File: config.mk
export PLATFORM = sky130hd
export DESIGN_NAME = sdf_isqrt
export DESIGN_NICKNAME = d
export VERILOG_FILES = /design/src/rtl/sdf_pkg.sv /design/src/rtl/sdf_isqrt.sv
export SDC_FILE = /design/constraint.sdc
export NUM_CORES = 2
export LEC_CHECK = 0
export BUFFER_PORTS_ARGS = -buffer_cell sky130_fd_sc_hd__buf_2
export CAP_MARGIN = 0
export CORE_UTILIZATION = 50
export CTS_CLUSTER_SIZE = 10
export DETAILED_ROUTE_END_ITERATION = 6
export GPL_ROUTABILITY_DRIVEN = 0
export HOLD_SLACK_MARGIN = 0.08
export PLACE_DENSITY = 0.75
export SYNTH_ARGS = -nofsm -noshare
export SYNTH_HDL_FRONTEND = slang
export SYNTH_MEMORY_MAX_BITS = 65536
export SYNTH_SLANG_ARGS = --single-unit
File: constraint.sdc
create_clock -name clock -period 3.3 [get_ports clock]
set_clock_uncertainty 0.15 [all_clocks]
set_input_delay 0.66 -clock clock [delete_from_list [all_inputs] [get_ports clock]]
set_output_delay 0.66 -clock clock [all_outputs]
set_load 0.01 [all_outputs]
File: src/rtl/sdf_pkg.sv
// Shared types and constants for the spring-damper force pipeline.
// No dependencies; imported by every module of the block.
package sdf_pkg;

   // Coordinate format and fixed-point scaling
   localparam int CW   = 32;           // coordinate width
   localparam int FB   = 16;           // fraction bits
   localparam int KW   = 31;           // coefficient register width
   localparam int DW   = CW + 1;       // separation / velocity difference width
   localparam int QW   = 2 * DW;       // squared length and products
   localparam int LW   = DW;           // integer square root width
   localparam int DOTW = QW + 2;       // signed dot product
   localparam int TW   = 98;           // spring and damper term magnitudes
   localparam int NSW  = TW + 1;       // signed sum of terms
   localparam int NMW  = 3 * DW;       // term magnitude, padded to three chunks
   localparam int NW   = NMW + DW;     // dividend width
   localparam int DENW = QW + FB;      // divisor width: L^2 scaled

   // Configuration port
   localparam int CSR_IDX_W  = 2;
   localparam int CSR_DATA_W = 32;
   localparam logic [CSR_IDX_W-1:0] CSR_STIFFNESS = 2'd0;
   localparam logic [CSR_IDX_W-1:0] CSR_DAMPING   = 2'd1;
   localparam logic [CSR_IDX_W-1:0] CSR_REST      = 2'd2;

   // Saturation limits of a force magnitude
   localparam logic [CW-1:0] LIM_NEG = CW'(1) << (CW - 1);
   localparam logic [CW-1:0] LIM_POS = LIM_NEG - CW'(1);

   typedef struct packed {
      logic signed [CW-1:0] pos_a_x;
      logic signed [CW-1:0] pos_a_y;
      logic signed [CW-1:0] pos_a_z;
      logic signed [CW-1:0] pos_b_x;
      logic signed [CW-1:0] pos_b_y;
      logic signed [CW-1:0] pos_b_z;
      logic signed [CW-1:0] vel_a_x;
      logic signed [CW-1:0] vel_a_y;
      logic signed [CW-1:0] vel_a_z;
      logic signed [CW-1:0] vel_b_x;
      logic signed [CW-1:0] vel_b_y;
      logic signed [CW-1:0] vel_b_z;
   } req_type;

   typedef struct packed {
      logic signed [CW-1:0] force_x;
      logic signed [CW-1:0] force_y;
      logic signed [CW-1:0] force_z;
      logic                 degenerate;
      logic                 saturated;
   } rsp_type;

endpackage

File: src/rtl/sdf_isqrt.sv
// Pipelined integer square root, one result bit per register stage.
// Depends on sdf_pkg; carries a side payload alongside each radicand.
module sdf_isqrt #(
   parameter int SW = 1
) (
   input  logic                    clock,
   input  logic                    reset,
   input  logic                    in_valid,
   input  logic [sdf_pkg::QW-1:0]  in_rad,
   input  logic [SW-1:0]           in_side,
   output logic                    out_valid,
   output logic [sdf_pkg::LW-1:0]  out_root,
   output logic [SW-1:0]           out_side
);
   import sdf_pkg::*;

   localparam int RW = QW + 1;

   logic          v_ff    [0:LW-1];
   logic [RW-1:0] op_ff   [0:LW-1];
   logic [RW-1:0] res_ff  [0:LW-1];
   logic [SW-1:0] side_ff [0:LW-1];

   // One digit step per stage: test res + bit against the remaining operand
   for (genvar k = 0; k < LW; k++) begin : g_step
      localparam logic [RW-1:0] BIT = RW'(1) << (2 * (LW - 1 - k));
      logic          v_prev;
      logic [RW-1:0] op_prev;
      logic [RW-1:0] res_prev;
      logic [SW-1:0] side_prev;
      logic [RW-1:0] trial;

      if (k == 0) begin : g_first
         assign v_prev    = in_valid;
         assign op_prev   = {1'b0, in_rad};
         assign res_prev  = '0;
         assign side_prev = in_side;
      end else begin : g_next
         assign v_prev    = v_ff[k-1];
         assign op_prev   = op_ff[k-1];
         assign res_prev  = res_ff[k-1];
         assign side_prev = side_ff[k-1];
      end

      assign trial = res_prev + BIT;

      always_ff @(posedge clock) begin
         if (reset) begin
            v_ff[k] <= 1'b0;
         end else begin
            v_ff[k] <= v_prev;
         end
         if (op_prev >= trial) begin
            op_ff[k]  <= op_prev - trial;
            res_ff[k] <= (res_prev >> 1) + BIT;
         end else begin
            op_ff[k]  <= op_prev;
            res_ff[k] <= res_prev >> 1;
         end
         side_ff[k] <= side_prev;
      end
   end

   assign out_valid = v_ff[LW-1];
   assign out_root  = res_ff[LW-1][LW-1:0];
   assign out_side  = side_ff[LW-1];

endmodule

==> run metrics <==
share of the yosys chip area belonging to registers=0.530; final antenna-violating net count=0; worst relative slew slack=0.339; total of max-cap violations=0; critical path class=register to register; DRT iter0 DRCs=8,089; # IOs=105; Setup WS pre-CTS=-381 ps; Clk network pwr share=0.300; vias in the first global route=82,400; final hold violation count=0; sw power=33,400 uW; grt ovf=0; share of the cycle needed by the critical path after routing=1.07; Syn Area/Cell=9.93 um^2; Arr. time, crit path=4200 ps; Cell Area, Synth=105,000 um^2; Final nets=12,400; min Tclk post-route=3520 ps; Clock Root Buffer=clkbuf_16; vias per cell=5.75; commonest cells after routing, fill and taps aside=2,732 x dfxtp_1, 869 x buf_4, 733 x inv_1; first-pass GRT wire length=446 mm; Routed WL per cell=20.3 um; RSZ-0062 raised after global routing=yes; hpwl dp=210 mm; Post-Syn Instances=10,500; via count=84,100; Placement Rows=167; clock slew at reported path FFs=60 ps; latest clock arrival within the worst-skew pair=1030 ps; syn_nets=11,200; total power draw=104,000 uW; Slew @ Worst Pin=966 ps; clk sink count=2,771; initial core utilization=0.504; setup TNS=-9640 ps; EDFF count, synth=0; largest net degree at the start of global routing=51; class of the worst hold path=input pin to register; port bufs=104; DIE AREA=211,000 um^2; most common cell after layout, fill and taps aside=dfxtp_1; H-Tree Depth=5; final worst slack=-223 ps; ys async rst share=0; GRT Util Overall=0.264; CP max FO=4; top_reg_cell synth=dfxtp_1; DIE HEIGHT=460 um; internal power=70,200 uW; proportion of power drawn by combinational gates=0.241; Worst EP required=3980 ps; fillcell total=15,700; Pleak=0.0585 uW; sequential cell area=55,500 um^2; power per cell area=807 nW/um^2; initial antenna violation count=27; failing checks=negative setup slack; CTS max path bufs=4; worst vdd ir=0.639 mV; TritonCTS buffer count=331; crit path capture type=register; number of detailed-route iterations in the first pass=7; CTS tree=done; Yosys reg bits=2,771; core area=208,000 um^2; f_max=0.284 GHz; Setup violations, final=75; power share of the sequential group=0.459; multi-input logic area=48,800 um^2; Final Max Tran Viols=0; share of layout cells above drive strength 1=0.173; drt total wl=297 mm; startpoint types=register; synth warn=0; DRC=0; Area Growth Syn to Fin=22.5%; switching share of power=0.322; die width=460 um; status=complete, but fails checks; Netlist cell types=96
## critical path, stage by stage, from the launching register on
cell and delay (ps):
dfxtp_2 320, or4_4 510, or3_4 350, or4_4 430, or4_4 460, nand4bb_4 250
a21oi_4 240, a2111o_1 260, buf_4 160, buf_6 90, nor3_2 40, xor2_1 150
## final timing paths
path	slack, ps	end	cells past startpoint	start
max	-220	op_ff[29][41]	11	op_ff[28][55]
min reg2reg	130	res_ff[31][22]	0	res_ff[30][23]
max reg2reg	-220	op_ff[29][41]	11	op_ff[28][55]
min	110	op_ff[0][38]	2	in_rad[38]
## timing repair
item                       in CTS  in global routing
gates cloned                    2                 10
buffers inserted               30                 53
hold endpoints to repair       69                  0
hold buffers                   81                  0
gates resized for setup       241                486
setup endpoints to repair     440                635
pin swaps                      55                153
## through the flow
stage                     instance area [um^2]  utilization  hold WS, ps  std cells
after floorplan                         105000            -          160      10500
after global placement                  114000        0.551          161      14100
after detailed placement                114000        0.551          162      14100
after CTS                               125000        0.604         81.6      14500
after global routing                    128000        0.618          103      14600
final                                   128000        0.618          109      14600
## registers in the layout, summed over array words and instances (netlist names)
name	cells
op_ff	2144
res_ff	561
side_ff	33
v_ff	33
## final cells by class
class / count / share of cell area
flip-flops and latches: 2771 / 0.433
multi-input cells: 6809 / 0.380
repair buffers: 1122 / 0.0696
clock buffers: 362 / 0.0668
well taps: 2788 / 0.0272
inverters: 745 / 0.0218
clock inverters: 8 / 0.00118
diodes: 14 / 0.000273
## power groups by stage
stage	logic, uW	registers (uW)	clock network (uW)
final	25000	47600	31000
after global routing	27000	48100	32800
after CTS	23400	47000	31200
after detailed placement	22600	47500	0
after global placement	21800	47300	0
after floorplan	16000	44800	0
## per-layer routing
metal	vias up	GRT usage	share of wire
li1	39100	-	-
met3	883	0.0487	0.082
met2	3963	0.445	0.48
met5	-	0	0.00029
met4	14	0.101	0.036
met1	40100	0.332	0.40
## synth_stat cells, types with 17 or more instances
master | count | area, um^2
a211o_1 | 18 | 158
a211oi_1 | 45 | 338
a21boi_0 | 22 | 165
a21o_1 | 243 | 1820
a21oi_1 | 643 | 3220
a31o_2 | 17 | 149
a31oi_1 | 52 | 325
and2_1 | 35 | 219
and3_1 | 49 | 307
and4_1 | 27 | 236
buf_1 | 22 | 82.6
clkbuf_1 | 181 | 679
dfxtp_1 | 2771 | 55500
ha_1 | 590 | 7380
inv_1 | 742 | 2790
mux2_2 | 85 | 957
nand2_1 | 699 | 2620
nand2b_1 | 111 | 694
nand3_1 | 192 | 961
nand3b_1 | 23 | 173
nand4_1 | 188 | 1180
nand4b_1 | 42 | 368
nor2_1 | 685 | 2570
nor2b_1 | 107 | 669
nor3_1 | 314 | 1570
nor3b_1 | 18 | 135
nor4_1 | 386 | 2410
nor4b_1 | 52 | 455
o211ai_1 | 40 | 300
o21a_1 | 87 | 653
o21ai_0 | 476 | 2380
o21bai_1 | 55 | 413
o31ai_1 | 61 | 458
or2_2 | 52 | 325
or3_1 | 105 | 657
or4_1 | 82 | 616
xnor2_1 | 522 | 4570
xor2_1 | 441 | 3860
## logic make-up (layout without fill, tap and decap cells)
kind of cell / count (synthesis) / count (layout) / synth area share
DFF: 2771 / 2771 / 0.530
and+or+nand+nor: 3210 / 3210 / 0.159
muxes: 97 / 97 / 0.0103
AOI/OAI and AO/OA: 1948 / 1948 / 0.115
xor gates and xnor gates: 963 / 963 / 0.0805
other: 1 / 15 / 0.0000358
adders and majority gates: 590 / 590 / 0.0705
buffers and inverters: 964 / 2237 / 0.0349
Power figures use the tool's default switching activity.
